===== src/rtl/core/brle_pkg.sv =====
package brle_pkg;

    localparam int unsigned BYTE_W      = 8;
    localparam int unsigned COUNT_W     = 7;
    localparam int unsigned BIT_IDX_W   = 3;

    localparam logic [BIT_IDX_W-1:0] BIT_TOP    = 3'd7;
    localparam logic [BIT_IDX_W-1:0] BIT_BOTTOM = 3'd0;

    localparam logic [COUNT_W-1:0] MAX_RUN_RESET = 7'd127;

    localparam int unsigned QUEUE_DEPTH_DEFAULT = 2;

    // one input request as it arrives on the port
    typedef struct packed {
        logic [BYTE_W-1:0] data_byte;
        logic              end_of_message;
    } t_in_item;

    // one emitted run code
    typedef struct packed {
        logic               run_bit;
        logic [COUNT_W-1:0] run_count;
        logic               last_for_item;
        logic               message_done;
    } t_out_item;

    // classified request passed from front to back
    typedef struct packed {
        logic [BYTE_W-1:0] data_byte;
        logic              end_of_message;
        logic              first;
    } t_cmd;

endpackage


===== src/rtl/core/bit_run_length_encoder.sv =====
// Bit run-length encoder. Bytes arrive on the input channel and are scanned msb first;
// each run of equal bits leaves as one code (bit value, length minus one), cut early when
// the count reaches the max_run_count register (reset 127, written on the cfg channel;
// the user must write it only while the block is idle; the block does not enforce this).
// The first byte of a message only seeds the run from its top bit; a byte flagged
// end_of_message also flushes the open run and re-arms the encoder. A front stage
// classifies requests into a short queue (QUEUE_DEPTH entries) and the back scanner
// handles one bit per cycle while a request is queued and the output is not stalled;
// a byte that ends a message also takes a flush step. The scanner holds one code until
// it knows whether that code closes its byte, then moves it to a registered output.
module bit_run_length_encoder #(
    parameter int unsigned QUEUE_DEPTH = brle_pkg::QUEUE_DEPTH_DEFAULT
) (
    input  logic                         i_clk,
    input  logic                         i_rst_n,
    input  logic                         i_in_valid,
    output logic                         o_in_ready,
    input  brle_pkg::t_in_item           i_in_data,
    output logic                         o_out_valid,
    input  logic                         i_out_ready,
    output brle_pkg::t_out_item          o_out_data,
    input  logic                         i_cfg_valid,
    output logic                         o_cfg_ready,
    input  logic [brle_pkg::COUNT_W-1:0] i_cfg_data
);

    logic           push;
    logic           push_ready;
    brle_pkg::t_cmd cmd;
    logic           head_valid;
    logic           pop;
    brle_pkg::t_cmd head;

    assign o_cfg_ready = 1'b1;

    brle_front u_front (
        .i_clk        (i_clk),
        .i_rst_n      (i_rst_n),
        .i_in_valid   (i_in_valid),
        .o_in_ready   (o_in_ready),
        .i_in_data    (i_in_data),
        .o_push       (push),
        .i_push_ready (push_ready),
        .o_cmd        (cmd)
    );

    brle_queue #(
        .DEPTH (QUEUE_DEPTH)
    ) u_queue (
        .i_clk        (i_clk),
        .i_rst_n      (i_rst_n),
        .i_push       (push),
        .o_push_ready (push_ready),
        .i_cmd        (cmd),
        .o_head_valid (head_valid),
        .i_pop        (pop),
        .o_head       (head)
    );

    brle_back u_back (
        .i_clk        (i_clk),
        .i_rst_n      (i_rst_n),
        .i_head_valid (head_valid),
        .i_head       (head),
        .o_pop        (pop),
        .i_cfg_valid  (i_cfg_valid),
        .i_cfg_data   (i_cfg_data),
        .o_out_valid  (o_out_valid),
        .i_out_ready  (i_out_ready),
        .o_out_data   (o_out_data)
    );

endmodule


===== src/rtl/core/brle_front.sv =====
module brle_front (
    input  logic              i_clk,
    input  logic              i_rst_n,
    input  logic              i_in_valid,
    output logic              o_in_ready,
    input  brle_pkg::t_in_item i_in_data,
    output logic              o_push,
    input  logic              i_push_ready,
    output brle_pkg::t_cmd    o_cmd
);

    logic r_in_msg;
    logic n_in_msg;
    logic accept;

    assign o_in_ready = i_push_ready;
    assign accept     = i_in_valid && i_push_ready;
    assign o_push     = accept;

    // the top bit of a message's first byte seeds the run bit instead of being compared
    assign o_cmd.data_byte      = i_in_data.data_byte;
    assign o_cmd.end_of_message = i_in_data.end_of_message;
    assign o_cmd.first          = !r_in_msg;

    always_comb begin
        n_in_msg = r_in_msg;
        if (accept) begin
            n_in_msg = !i_in_data.end_of_message;
        end
    end

    always_ff @(posedge i_clk) begin
        if (!i_rst_n) begin
            r_in_msg <= 1'b0;
        end else begin
            r_in_msg <= n_in_msg;
        end
    end

endmodule


===== src/rtl/core/brle_queue.sv =====
module brle_queue #(
    parameter int unsigned DEPTH = brle_pkg::QUEUE_DEPTH_DEFAULT
) (
    input  logic           i_clk,
    input  logic           i_rst_n,
    input  logic           i_push,
    output logic           o_push_ready,
    input  brle_pkg::t_cmd i_cmd,
    output logic           o_head_valid,
    input  logic           i_pop,
    output brle_pkg::t_cmd o_head
);

    localparam int unsigned PTR_W = (DEPTH > 1) ? $clog2(DEPTH) : 1;
    localparam int unsigned CNT_W = $clog2(DEPTH + 1);
    localparam logic [PTR_W-1:0] PTR_LAST = PTR_W'(DEPTH - 1);
    localparam logic [CNT_W-1:0] CNT_FULL = CNT_W'(DEPTH);

    brle_pkg::t_cmd   r_mem [DEPTH];
    logic [PTR_W-1:0] r_wr_ptr;
    logic [PTR_W-1:0] r_rd_ptr;
    logic [CNT_W-1:0] r_count;
    logic [PTR_W-1:0] n_wr_ptr;
    logic [PTR_W-1:0] n_rd_ptr;
    logic [CNT_W-1:0] n_count;
    logic             do_push;
    logic             do_pop;

    assign o_push_ready = (r_count != CNT_FULL);
    assign o_head_valid = (r_count != '0);
    assign o_head       = r_mem[r_rd_ptr];
    assign do_push      = i_push && o_push_ready;
    assign do_pop       = i_pop && o_head_valid;

    always_comb begin
        n_wr_ptr = r_wr_ptr;
        n_rd_ptr = r_rd_ptr;
        n_count  = r_count;
        if (do_push) begin
            n_wr_ptr = (r_wr_ptr == PTR_LAST) ? '0 : r_wr_ptr + PTR_W'(1);
        end
        if (do_pop) begin
            n_rd_ptr = (r_rd_ptr == PTR_LAST) ? '0 : r_rd_ptr + PTR_W'(1);
        end
        if (do_push && !do_pop) begin
            n_count = r_count + CNT_W'(1);
        end else if (do_pop && !do_push) begin
            n_count = r_count - CNT_W'(1);
        end
    end

    always_ff @(posedge i_clk) begin
        if (!i_rst_n) begin
            r_wr_ptr <= '0;
            r_rd_ptr <= '0;
            r_count  <= '0;
        end else begin
            r_wr_ptr <= n_wr_ptr;
            r_rd_ptr <= n_rd_ptr;
            r_count  <= n_count;
        end
    end

    always_ff @(posedge i_clk) begin
        if (do_push) begin
            r_mem[r_wr_ptr] <= i_cmd;
        end
    end

endmodule


===== src/rtl/core/brle_back.sv =====
module brle_back (
    input  logic                  i_clk,
    input  logic                  i_rst_n,
    input  logic                  i_head_valid,
    input  brle_pkg::t_cmd        i_head,
    output logic                  o_pop,
    input  logic                  i_cfg_valid,
    input  logic [brle_pkg::COUNT_W-1:0] i_cfg_data,
    output logic                  o_out_valid,
    input  logic                  i_out_ready,
    output brle_pkg::t_out_item   o_out_data
);

    logic [brle_pkg::COUNT_W-1:0]   r_max;
    logic                           r_run_bit;
    logic [brle_pkg::COUNT_W-1:0]   r_cnt;
    logic [brle_pkg::BIT_IDX_W-1:0] r_idx;
    logic                           r_flush;
    logic                           r_hold_v;
    logic                           r_hold_final;
    brle_pkg::t_out_item            r_hold;
    logic                           r_out_v;
    brle_pkg::t_out_item            r_out;

    logic                           n_run_bit;
    logic [brle_pkg::COUNT_W-1:0]   n_cnt;
    logic [brle_pkg::BIT_IDX_W-1:0] n_idx;
    logic                           n_flush;
    logic                           n_hold_v;
    logic                           n_hold_final;
    brle_pkg::t_out_item            n_hold;
    logic                           n_out_v;
    brle_pkg::t_out_item            n_out;

    logic                out_free;
    logic                step;
    logic                cur_bit;
    logic                seed;
    logic                emit;
    logic                item_final;
    logic                push;
    brle_pkg::t_out_item code;

    assign out_free = !r_out_v || i_out_ready;
    assign step     = i_head_valid && out_free;
    assign cur_bit  = i_head.data_byte[r_idx];
    assign seed     = i_head.first && (r_idx == brle_pkg::BIT_TOP) && !r_flush;

    always_comb begin
        code.run_bit       = r_run_bit;
        code.run_count     = r_cnt;
        code.last_for_item = 1'b0;
        code.message_done  = r_flush;
        if (r_flush) begin
            emit       = 1'b1;
            item_final = 1'b1;
        end else begin
            emit       = !seed && ((cur_bit != r_run_bit) || (r_cnt >= r_max));
            item_final = (r_idx == brle_pkg::BIT_BOTTOM) && !i_head.end_of_message;
        end
    end

    assign o_pop = step && item_final;
    // the held code goes out once it is known whether it closes its byte
    assign push  = out_free && r_hold_v && (r_hold_final || (step && emit));

    always_comb begin
        n_run_bit    = r_run_bit;
        n_cnt        = r_cnt;
        n_idx        = r_idx;
        n_flush      = r_flush;
        n_hold_v     = r_hold_v;
        n_hold_final = r_hold_final;
        n_hold       = r_hold;
        n_out_v      = r_out_v;
        n_out        = r_out;

        if (out_free) begin
            n_out_v = push;
            n_out   = r_hold;
            n_out.last_for_item = r_hold_final;
            if (push) begin
                n_hold_v = 1'b0;
            end
        end

        if (step) begin
            if (r_flush) begin
                n_run_bit = 1'b0;
                n_cnt     = '0;
                n_flush   = 1'b0;
                n_idx     = brle_pkg::BIT_TOP;
            end else begin
                if (seed) begin
                    n_run_bit = cur_bit;
                    n_cnt     = '0;
                end else if (emit) begin
                    n_run_bit = cur_bit;
                    n_cnt     = '0;
                end else begin
                    n_cnt = r_cnt + brle_pkg::COUNT_W'(1);
                end
                if (r_idx == brle_pkg::BIT_BOTTOM) begin
                    n_idx   = brle_pkg::BIT_TOP;
                    n_flush = i_head.end_of_message;
                end else begin
                    n_idx = r_idx - brle_pkg::BIT_IDX_W'(1);
                end
            end

            if (emit) begin
                n_hold_v     = 1'b1;
                n_hold       = code;
                n_hold_final = item_final;
            end else if (item_final && r_hold_v && !r_hold_final) begin
                n_hold_final = 1'b1;
            end
        end
    end

    always_ff @(posedge i_clk) begin
        if (!i_rst_n) begin
            r_max        <= brle_pkg::MAX_RUN_RESET;
            r_run_bit    <= 1'b0;
            r_cnt        <= '0;
            r_idx        <= brle_pkg::BIT_TOP;
            r_flush      <= 1'b0;
            r_hold_v     <= 1'b0;
            r_hold_final <= 1'b0;
            r_out_v      <= 1'b0;
        end else begin
            if (i_cfg_valid) begin
                r_max <= i_cfg_data;
            end
            r_run_bit    <= n_run_bit;
            r_cnt        <= n_cnt;
            r_idx        <= n_idx;
            r_flush      <= n_flush;
            r_hold_v     <= n_hold_v;
            r_hold_final <= n_hold_final;
            r_out_v      <= n_out_v;
        end
    end

    always_ff @(posedge i_clk) begin
        r_hold <= n_hold;
        r_out  <= n_out;
    end

    assign o_out_valid = r_out_v;
    assign o_out_data  = r_out;

endmodule


===== config.mk =====
export PLATFORM = sky130hd
export DESIGN_NAME = bit_run_length_encoder
export DESIGN_NICKNAME = d
export VERILOG_FILES = /design/src/rtl/core/brle_pkg.sv /design/src/rtl/core/bit_run_length_encoder.sv /design/src/rtl/core/brle_front.sv /design/src/rtl/core/brle_queue.sv /design/src/rtl/core/brle_back.sv
export SDC_FILE = /design/constraint.sdc
export NUM_CORES = 1
export LEC_CHECK = 0
export ABC_AREA = 1
export BUFFER_PORTS_ARGS = -buffer_cell sky130_fd_sc_hd__buf_2
export CORE_ASPECT_RATIO = 0.75
export CORE_MARGIN = 2
export CORE_UTILIZATION = 53
export DETAILED_ROUTE_END_ITERATION = 12
export PLACE_DENSITY = 0.78
export SYNTH_ARGS = -nofsm -noshare
export SYNTH_HDL_FRONTEND = slang
export SYNTH_SLANG_ARGS = --single-unit

===== constraint.sdc =====
create_clock -name i_clk -period 2.45 [get_ports i_clk]
set_clock_uncertainty 0.15 [all_clocks]
set_input_delay 0.49 -clock i_clk [delete_from_list [all_inputs] [get_ports i_clk]]
set_output_delay 0.49 -clock i_clk [all_outputs]
set_load 0.03 [all_outputs]

Word-level counts from Yosys, hierarchy flattened

Memory sizes are Yosys's and may differ from the RTL's. A register that Yosys moved wholly into a read port is not among the register bits.
Index checks and enable logic that the tools add are counted.

Reduce and logical (&&, ||, !) cells: 36
Eq/ne operators: 3
Magnitude comparators: 2
Add/subtract/negate cells: 6
Muxes and demuxes: 28

Operators by type and width:

| operator              | count |
|---|---|
| $mux W7               | 3 |
| $mux W1               | 20 |
| $logic_and A1 B1 Y1   | 16 |
| $logic_not A1 Y1      | 9 |
| $add A7 B1 Y7 const B | 1 |
| $ge A7 B7 Y1          | 1 |
| $mux W3               | 2 |
| $reduce_and A2 Y1     | 3 |
| $reduce_bool A2 Y1    | 3 |
| $lt A3 B4 Y1 const B  | 1 |
| $mux W2               | 2 |
| $bmux W1 S3           | 1 |
| $eq A3 B3 Y1 const B  | 1 |
| $logic_not A3 Y1      | 1 |
| $logic_or A1 B1 Y1    | 3 |
| $reduce_bool A3 Y1    | 1 |
| $sub A3 B1 Y3 const B | 1 |
| $add A1 B1 Y1 const B | 2 |
| $add A2 B1 Y2 const B | 1 |
| $ne A2 B2 Y1 const B  | 1 |
| $sub A2 B1 Y2 const B | 1 |
| $ne A1 B1 Y1          | 1 |

Memories: 1
Register bits after elaboration: 46
Bits in writable memories: 20
Input bits: 21
Output and inout port bits: 13
Logic and storage cells: 95

Memory list:

| memory        | depth | bits a word | read ports | clocked after memory_dff | wr ports | line             | source |
|---|---|---|---|---|---|---|---|
| u_queue.r_mem | 2     | 10          | 1          | 1                        | 1        | brle_queue.sv:19 | `brle_pkg::t_cmd r_mem [DEPTH];` |

Longest topological paths before layout

Gate-level depths: netlist of run 1.

Depth after elaboration: 13
Depth in mapped cells: 15
Mapped depth without buffers: 15

Cells and area by module

A second synthesis of run 1 with hierarchy kept.

Cells, all modules: 283
Area total of the unflattened synthesis: 2984.1 um^2

Modules (own cells, without submodules):

| module                 | seq. area each (um^2) | cells an instance | times used | area an instance (um^2) |
|---|---|---|---|---|
| brle_back              | 1011.0                | 195               | 1          | 1868.0 |
| brle_queue             | 700.7                 | 68                | 1          | 980.9 |
| brle_front             | 20.0                  | 18                | 1          | 123.9 |
| bit_run_length_encoder | 0.0                   | 2                 | 1          | 11.3 |

Worst setup path after synthesis of run 1

No wires, ideal clock.

Kind: reg2reg
Start point: register u_back.r_cnt[0] (netlist bit)
End point: register u_back.r_hold[0] (netlist bit), enable pin
Stages on the path, launching flop included: 13
Data required time: 1.971 ns
Setup slack: 0.419 ns
Period minus slack after synthesis: 2.031 ns
Setup time: 0.329 ns
Arrival: 1.552 ns
Buffers on the path: 0
Cell sequence: dfxtp_1 inv_1 ha_1 inv_1 a21boi_0 o21ai_0 a21oi_1 nor2_1 nand3_2 nand2_2 nand2_1 nand2_2 inv_1

Cells in the longest elaborated chain, start to end: 5

RTL lines:

| what                               | line             | source |
|---|---|---|
| start: declaration                 | brle_back.sv:16  | `logic [brle_pkg::COUNT_W-1:0] r_cnt;` |
| start signal: assignment           | brle_back.sv:136 | `r_cnt <= n_cnt;` |
| $ge A7 B7 Y1                       | brle_back.sv:58  | `emit = !seed && ((cur_bit != r_run_bit) \|\| (r_cnt >= r_max));` |
| $logic_or A1 B1 Y1                 | brle_back.sv:58  |  |
| $logic_and A1 B1 Y1                | brle_back.sv:58  |  |
| $mux W1                            | brle_back.sv:54  | `if (r_flush) begin` |
| $reduce_and A2 Y1 (no source line) | --               |  |
| end signal: assignment             | brle_back.sv:146 | `r_hold <= n_hold;` |
| end: declaration                   | brle_back.sv:21  | `brle_pkg::t_out_item r_hold;` |

No other way between the ends.
A chain may end at the register's enable or synchronous reset.

Final worst setup path of run 1

Same ends and word-level chain as after synthesis.

==> metrics.txt, run 1 <==
# TYPE chip_impl_metric gauge
chip_impl_metric{name="reg2reg_setup_slack",unit="ns"} 0.24
chip_impl_metric{name="synth_fp_nets",unit=""} 305
chip_impl_info{name="mostFrequentLayoutCell",value="nand2_1"} 1
chip_impl_metric{name="final-hold-violation-count",unit=""} 0
chip_impl_metric{name="num_rows",unit=""} 22
chip_impl_info{name="crit_path_start_kind",value="flop"} 1
chip_impl_metric{name="max-clock-path-buffers",unit=""} 2
chip_impl_info{name="cell_type_with_the_highest_aggregate_area_in_the_netlist",value="edfxtp_1"} 1
chip_impl_metric{name="timing.final.crit_period",unit="ns"} 2.21
chip_impl_metric{name="grt_pass1_wl",unit="um"} 7880
chip_impl_metric{name="final_util",unit="%"} 65.9
chip_impl_metric{name="drtPass1Iterations",unit=""} 4
chip_impl_info{name="synth_area_leaders",value="edfxtp_1 (42%), dfxtp_1 (20%), nand2_1 (6.1%)"} 1
chip_impl_info{name="criticalPathCategory",value="flop to flop"} 1
chip_impl_metric{name="vias_per_cell",unit=""} 4.81
chip_impl_metric{name="io-pin-count",unit=""} 34
chip_impl_metric{name="drt_iter0_drc",unit=""} 139
chip_impl_metric{name="max_cap_viol_count",unit=""} 0
chip_impl_info{name="timing.rr.start",value="u_back.r_cnt[0]$_SDFFE_PN0P_"} 1
chip_impl_metric{name="final.setup.tns",unit="ns"} 0
chip_impl_metric{name="yosys_warnings",unit=""} 0
chip_impl_metric{name="antenna_cells_inserted",unit=""} 0
chip_impl_metric{name="overflow_left_after_global_routing",unit=""} 0
chip_impl_info{name="critical_path.most_common_cell",value="inv_1"} 1
chip_impl_metric{name="routed_wl",unit="um"} 4670
chip_impl_metric{name="height_of_the_die",unit="um"} 66.9
chip_impl_metric{name="final.fill_count",unit=""} 393
chip_impl_info{name="critical_path.cell_chain",value="inv_1 -> ha_1 -> inv_1 -> a21boi_0 -> o21ai_0 -> a21oi_1 -> nor2_1 -> nand3_2 -> nand2_2 -> nand2_1 -> nand2_4 -> clkinvlp_4"} 1
chip_impl_metric{name="synth_area_per_inst",unit="um2"} 10.3
chip_impl_info{name="hold_end",value="u_queue.r_mem[0][6]$_DFFE_PP_"} 1
chip_impl_metric{name="final.hold.worst_slack",unit="ns"} 0.182
chip_impl_metric{name="share_of_post_route_cells_with_drive_strength_above_1",unit="%"} 21.6
chip_impl_metric{name="worstMarginPinSlew",unit="ns"} 0.500
chip_impl_metric{name="yosysTopAreaCellShare",unit="%"} 42.0
chip_impl_metric{name="power.total",unit="mW"} 3.69
chip_impl_info{name="final_cell_mix",value="nand2_1 (45), inv_1 (39), edfxtp_1 (39), buf_2 (32), dfxtp_1 (28)"} 1
chip_impl_metric{name="globalRouteTotalUtil",unit="%"} 18.2
chip_impl_metric{name="holdPathStages",unit=""} 1
chip_impl_metric{name="grt_pass1_vias",unit=""} 1749
chip_impl_metric{name="die_outline_width",unit="um"} 87.8
chip_impl_metric{name="vdd_ir_drop_max",unit="V"} 0.000567
chip_impl_metric{name="htree_levels",unit=""} 3
chip_impl_metric{name="remaining_drc_errors",unit=""} 0
chip_impl_metric{name="period_share",unit="%"} 90.1
chip_impl_metric{name="floorplan.initialDensity",unit="%"} 56.0
chip_impl_info{name="grt_setup_unrepaired",value="no"} 1
chip_impl_info{name="hold_path.class",value="input port to flop"} 1
chip_impl_metric{name="synth-seq-cells",unit=""} 67
chip_impl_info{name="run_status",value="finished, final reports clean"} 1
chip_impl_metric{name="clock_sink_count",unit=""} 67
chip_impl_metric{name="setup_violations",unit=""} 0
chip_impl_metric{name="antenna_violations_before_repair",unit=""} 0
chip_impl_metric{name="final_max_slew_viol_count",unit=""} 0
chip_impl_metric{name="area.growth.synth_to_final",unit="%"} 17.6
chip_impl_metric{name="post_cts_hold_buffer_count",unit=""} 0
chip_impl_metric{name="die-area",unit="um2"} 5870
chip_impl_metric{name="cp.required",unit="ns"} 2.38
chip_impl_metric{name="gpl.final_weighted_congestion",unit=""} 0.795
chip_impl_metric{name="timing.reg2reg.worst_path_depth",unit=""} 12
chip_impl_metric{name="wl_per_cell",unit="um"} 11.9
chip_impl_info{name="cts_tree",value="yes"} 1
chip_impl_metric{name="maximum_number_of_pins_on_one_net_before_global_route_repair",unit=""} 18
chip_impl_metric{name="clkSlewWorstSetupHoldPaths",unit="ns"} 0.07
chip_impl_info{name="worstSetupEndpointType",value="flop"} 1
chip_impl_metric{name="tritoncts.num_buffers",unit=""} 9
chip_impl_metric{name="post_cts.repair.setup_buffers",unit=""} 0
chip_impl_metric{name="syn-instance-count",unit=""} 272
chip_impl_metric{name="nets",unit=""} 348
chip_impl_metric{name="leakage",unit="nW"} 1.46
chip_impl_metric{name="vias",unit=""} 1884
chip_impl_metric{name="cpPeakStageDelay",unit="ns"} 0.41
chip_impl_info{name="cpMaxStageDelayCell",value="dfxtp_1"} 1
chip_impl_metric{name="core",unit="um2"} 4980
chip_impl_metric{name="synth.yosys.seq_area_share",unit="%"} 62.0
chip_impl_metric{name="power_per_cell_area",unit="nW/um2"} 1130
chip_impl_info{name="min-delay-start",value="i_in_data[5]"} 1
chip_impl_info{name="clock-root-buffer",value="clkbuf_8"} 1
chip_impl_metric{name="place.detailed.hpwl",unit="um"} 3380
chip_impl_metric{name="yosys.cell_types.count",unit=""} 23
chip_impl_metric{name="timing.critical_path.fanout_max",unit=""} 5
chip_impl_metric{name="place.port_buffers",unit=""} 32
chip_impl_metric{name="mappedNetlistArea",unit="um2"} 2790
chip_impl_metric{name="max-slew-margin-rel",unit="%"} 66.6
chip_impl_metric{name="fmaxAchievable",unit="MHz"} 453
chip_impl_metric{name="crit_arrival",unit="ns"} 2.14
chip_impl_info{name="timing.rr.end",value="u_back.r_hold[0]$_DFFE_PP_"} 1
chip_impl_metric{name="clk-insertion-delay-late",unit="ns"} 0.34
chip_impl_metric{name="route.antenna.remaining_nets",unit=""} 0
-- layer usage --
metal  vias to the layer above  track usage, %  wire length (um)
li1                        989               -                 -
met1                       848            25.6              2360
met2                        39            25.5              2000
met3                         8            6.07               252
met4                         0            8.08                59
met5                         -               0                 0
-- worst max-delay path, delay by kind of cell (launching register included) --
family / cells / cell delay, ns
AO/OA/AOI/OAI: 3 / 0.29
adder cells (fa/ha/maj): 1 / 0.29
buffers and inverters: 3 / 0.29
AND/OR/NAND/NOR: 5 / 0.51
flip-flops: 1 / 0.41
-- where the power goes --
part	switching (mW)	internal (mW)	total, mW
logic	0.737	0.329	1.07
clock network	0.425	0.579	1.00
registers	0.115	1.51	1.62
total	1.28	2.42	3.69
-- how the worst max path moves through the flow --
| stage | startpoint | endpoint | slack (ns) | depth (start not counted) |
|---|---|---|---|---|
| 2_1_floorplan | u_back.r_cnt[0]$_SDFFE_PN0P_ | u_back.r_hold[0]$_DFFE_PP_ | 0.42 | 12 |
| 3_3_place_gp | u_back.r_cnt[0]$_SDFFE_PN0P_ | u_back.r_hold[7]$_DFFE_PP_ | 0.29 | 12 |
| 3_5_place_dp | u_back.r_cnt[0]$_SDFFE_PN0P_ | u_back.r_hold[7]$_DFFE_PP_ | 0.21 | 12 |
| 4_1_cts | u_back.r_cnt[0]$_SDFFE_PN0P_ | u_back.r_hold[0]$_DFFE_PP_ | 0.19 | 12 |
| 5_1_grt | u_back.r_cnt[0]$_SDFFE_PN0P_ | u_back.r_hold[0]$_DFFE_PP_ | 0.02 | 12 |
| 6_report | u_back.r_cnt[0]$_SDFFE_PN0P_ | u_back.r_hold[0]$_DFFE_PP_ | 0.24 | 12 |
-- logic make-up (layout without fill, tap and decap cells) --
| group | after synthesis | in the layout | synth area share [%] |
|---|---|---|---|
| and+or+nand+nor | 95 | 95 | 15.4 |
| buffers and inverters | 47 | 95 | 6.72 |
| xor gates and xnor gates | 6 | 6 | 1.88 |
| other | 1 | 1 | 0.134 |
| adders and majority gates | 12 | 12 | 5.38 |
| AOI/OAI and AO/OA | 44 | 44 | 8.47 |
| DFF | 67 | 67 | 62.0 |
-- synthesized netlist by cell type (all sizes together) --
library cell and count:
nand2 51, inv 42, edfxtp 39, dfxtp 28, a21oi 23, nand3 22
o21ai 19, nor2 18, ha 12, xor2 5, nand4 4, buf 3
clkbuf 2, a21boi 1, conb 1, o211ai 1, xnor2 1
-- metrics by stage --
| stage | setup slack (ns) | instances | instance area, um2 |
|---|---|---|---|
| 2_1_floorplan | 0.419 | 272 | 2790 |
| 3_3_place_gp | 0.288 | 375 | 3040 |
| 3_5_place_dp | 0.211 | 375 | 3040 |
| 4_1_cts | 0.192 | 391 | 3270 |
| 5_1_grt | 0.0235 | 392 | 3280 |
| 6_report | 0.242 | 392 | 3280 |
-- what timing repair did --
item	4_1_cts	5_1_grt
setup endpoints to repair	0	10
hold endpoints to repair	0	0
gates resized for setup	0	4
-- cell type report --
cell class | instances | area [um2] | area share (%)
Sequential cell | 67 | 1730 | 52.7
Multi-Input combinational cell | 158 | 877 | 26.7
Timing Repair Buffer | 36 | 190 | 5.79
Inverter | 42 | 161 | 4.92
Clock buffer | 9 | 124 | 3.77
Clock inverter | 7 | 101 | 3.09
Tap cell | 72 | 90.1 | 2.74
Timing Repair inverter | 1 | 7.51 | 0.229
-- flip-flops by register name, indices dropped and copies added, names as in the netlist, 2 cells and up, named ones only --
signal             cells
u_back.r_idx           3
u_back.r_max           7
u_back.r_cnt           7
u_queue.r_count        2
u_queue.r_mem         20
u_back.r_hold          9
u_back.o_out_data     10
(Power assumes the default switching activity.)
==> run 2, diff against run 1 <==
Settings changed: REMOVE_ABC_BUFFERS from default to 1.
==> metrics.txt, run 2 (synthesis results as in run 1) <==
# TYPE chip_impl_metric gauge
chip_impl_metric{name="die_outline_width",unit="um"} 87.8
chip_impl_info{name="final_cell_mix",value="nand2_1 (45), inv_1 (39), edfxtp_1 (39), buf_2 (32), dfxtp_1 (28)"} 1
chip_impl_metric{name="clock_sink_count",unit=""} 67
chip_impl_metric{name="htree_levels",unit=""} 3
chip_impl_metric{name="height_of_the_die",unit="um"} 66.9
chip_impl_metric{name="final.fill_count",unit=""} 392
chip_impl_metric{name="nets",unit=""} 348
chip_impl_metric{name="final-hold-violation-count",unit=""} 0
chip_impl_metric{name="max-clock-path-buffers",unit=""} 2
chip_impl_metric{name="routed_wl",unit="um"} 4510
chip_impl_info{name="hold_path.class",value="input port to flop"} 1
chip_impl_metric{name="post-place-cells",unit=""} 375
chip_impl_info{name="grt_setup_unrepaired",value="no"} 1
chip_impl_metric{name="vias",unit=""} 1882
chip_impl_info{name="hold_end",value="u_queue.r_mem[0][4]$_DFFE_PP_"} 1
chip_impl_metric{name="grt_pass1_vias",unit=""} 1688
chip_impl_info{name="clock-root-buffer",value="clkbuf_8"} 1
chip_impl_metric{name="power_per_cell_area",unit="nW/um2"} 1100
chip_impl_metric{name="remaining_drc_errors",unit=""} 0
chip_impl_metric{name="leakage",unit="nW"} 1.46
chip_impl_info{name="timing.rr.end",value="u_back.r_hold[0]$_DFFE_PP_"} 1
chip_impl_metric{name="vdd_ir_drop_max",unit="V"} 0.000624
chip_impl_metric{name="timing.reg2reg.worst_path_depth",unit=""} 12
chip_impl_metric{name="fin_area",unit="um2"} 3260
chip_impl_metric{name="tritoncts.num_buffers",unit=""} 9
chip_impl_metric{name="route.antenna.remaining_nets",unit=""} 0
chip_impl_metric{name="post_cts_hold_buffer_count",unit=""} 0
chip_impl_metric{name="post-route-worst-setup-slack",unit="ns"} 0.234
chip_impl_metric{name="maximum_number_of_pins_on_one_net_before_global_route_repair",unit=""} 18
chip_impl_metric{name="max_cap_viol_count",unit=""} 0
chip_impl_metric{name="clk-insertion-delay-late",unit="ns"} 0.34
chip_impl_metric{name="post_placement_cell_area",unit="um2"} 3040
chip_impl_info{name="criticalPathCategory",value="flop to flop"} 1
chip_impl_info{name="worstSetupEndpointType",value="flop"} 1
chip_impl_metric{name="fin_cells",unit=""} 392
chip_impl_metric{name="fmaxAchievable",unit="MHz"} 451
chip_impl_metric{name="overflow_left_after_global_routing",unit=""} 0
chip_impl_metric{name="pre_cts_ws",unit="ns"} 0.223
chip_impl_metric{name="place.detailed.hpwl",unit="um"} 3240
chip_impl_info{name="run_status",value="finished, final reports clean"} 1
chip_impl_metric{name="io-pin-count",unit=""} 34
chip_impl_metric{name="period_share",unit="%"} 90.4
chip_impl_metric{name="floorplan.initialDensity",unit="%"} 56.0
chip_impl_info{name="min-delay-start",value="i_in_data[3]"} 1
chip_impl_metric{name="globalRouteTotalUtil",unit="%"} 17.4
chip_impl_info{name="crit_path_start_kind",value="flop"} 1
chip_impl_metric{name="drtPass1Iterations",unit=""} 5
chip_impl_metric{name="final.setup.tns",unit="ns"} 0
chip_impl_metric{name="core",unit="um2"} 4980
chip_impl_info{name="mostFrequentLayoutCell",value="nand2_1"} 1
chip_impl_metric{name="die-area",unit="um2"} 5870
chip_impl_metric{name="drt_iter0_drc",unit=""} 122
chip_impl_metric{name="num_rows",unit=""} 22
chip_impl_info{name="cts_tree",value="yes"} 1
chip_impl_metric{name="setup_violations",unit=""} 0
chip_impl_info{name="register_containing_the_most_flip_flops_in_the_final_layout",value="u_queue.r_mem"} 1
chip_impl_metric{name="antenna_violations_before_repair",unit=""} 0
chip_impl_metric{name="place.port_buffers",unit=""} 32
chip_impl_metric{name="gpl.final_weighted_congestion",unit=""} 0.813
chip_impl_metric{name="reg2reg_setup_slack",unit="ns"} 0.23
chip_impl_metric{name="cp.required",unit="ns"} 2.38
chip_impl_info{name="timing.rr.start",value="u_back.r_cnt[0]$_SDFFE_PN0P_"} 1
chip_impl_metric{name="antenna_cells_inserted",unit=""} 0
chip_impl_metric{name="final_max_slew_viol_count",unit=""} 0
chip_impl_metric{name="timing.final.crit_period",unit="ns"} 2.22
chip_impl_metric{name="share_of_post_route_cells_with_drive_strength_above_1",unit="%"} 21.6
chip_impl_metric{name="clkSlewWorstSetupHoldPaths",unit="ns"} 0.08
chip_impl_metric{name="timing.critical_path.fanout_max",unit=""} 5
chip_impl_metric{name="wl_per_cell",unit="um"} 11.5
chip_impl_metric{name="crit_arrival",unit="ns"} 2.14
chip_impl_metric{name="vias_per_cell",unit=""} 4.80
chip_impl_metric{name="area.growth.synth_to_final",unit="%"} 16.7
chip_impl_metric{name="grt_pass1_wl",unit="um"} 7450
chip_impl_metric{name="holdPathStages",unit=""} 1
chip_impl_metric{name="flip_flop_count_of_the_largest_register_all_copies_and_words_added",unit=""} 20
[run 2: layout make-up]
cell class / instances / area [um2] / area share (%)
sequential: 67 / 1730 / 53.2
multi-input combinational: 158 / 877 / 26.9
timing repair buffer: 36 / 190 / 5.84
inverter: 42 / 161 / 4.96
clock buffer: 9 / 124 / 3.80
tap: 72 / 90.1 / 2.77
clock inverter: 7 / 75.1 / 2.31
timing repair inverter: 1 / 7.51 / 0.231
[run 2: metrics by stage]
stage                     util (%)  hold WS (ns)  power (mW)
after floorplan                  -         0.250        2.39
after global placement        61.0         0.254        2.64
after detailed placement      61.0         0.255        2.66
after CTS                     65.0         0.172        3.57
after global routing          65.4         0.172        3.82
final                         65.4         0.183        3.58
[run 2: metal layers]
metal  wire [um]  track usage [%]
met5           0                0
met4          70             7.50
met3         281             5.95
met2        1970             25.8
met1        2190             23.2
[run 2: worst max-delay path, cell delays in order, from the launching register on]
cell        delay (ns)
dfxtp_1           0.41
inv_1             0.08
ha_1              0.29
inv_1             0.05
a21boi_0          0.06
o21ai_0           0.16
a21oi_1           0.08
nor2_1            0.13
nand3_2           0.09
nand2_2           0.07
nand2_1           0.09
nand2_4           0.13
clkinvlp_4        0.15
[run 2: worst max path at each step]
stage / startpoint / to
after floorplan: i_out_ready / u_queue.r_count[1]$_SDFFE_PN0P_
after global placement: u_back.r_cnt[0]$_SDFFE_PN0P_ / u_back.r_hold[8]$_DFFE_PP_
after detailed placement: u_back.r_cnt[0]$_SDFFE_PN0P_ / u_back.r_hold[5]$_DFFE_PP_
after CTS: u_back.r_cnt[0]$_SDFFE_PN0P_ / u_back.r_hold[0]$_DFFE_PP_
after global routing: u_back.r_cnt[0]$_SDFFE_PN0P_ / u_back.r_hold[0]$_DFFE_PP_
final: u_back.r_cnt[0]$_SDFFE_PN0P_ / u_back.r_hold[0]$_DFFE_PP_
[run 2: where the power goes]
group          internal (mW)  total, mW  switching [mW]
sequential              1.51       1.62           0.115
clock                  0.476      0.897           0.421
combinational          0.329       1.06           0.734
total                   2.31       3.58            1.27
[run 2: repair_timing]
item	in CTS	in global routing
resized for setup	0	3
setup endpoints to repair	0	9
setup buffers	0	0
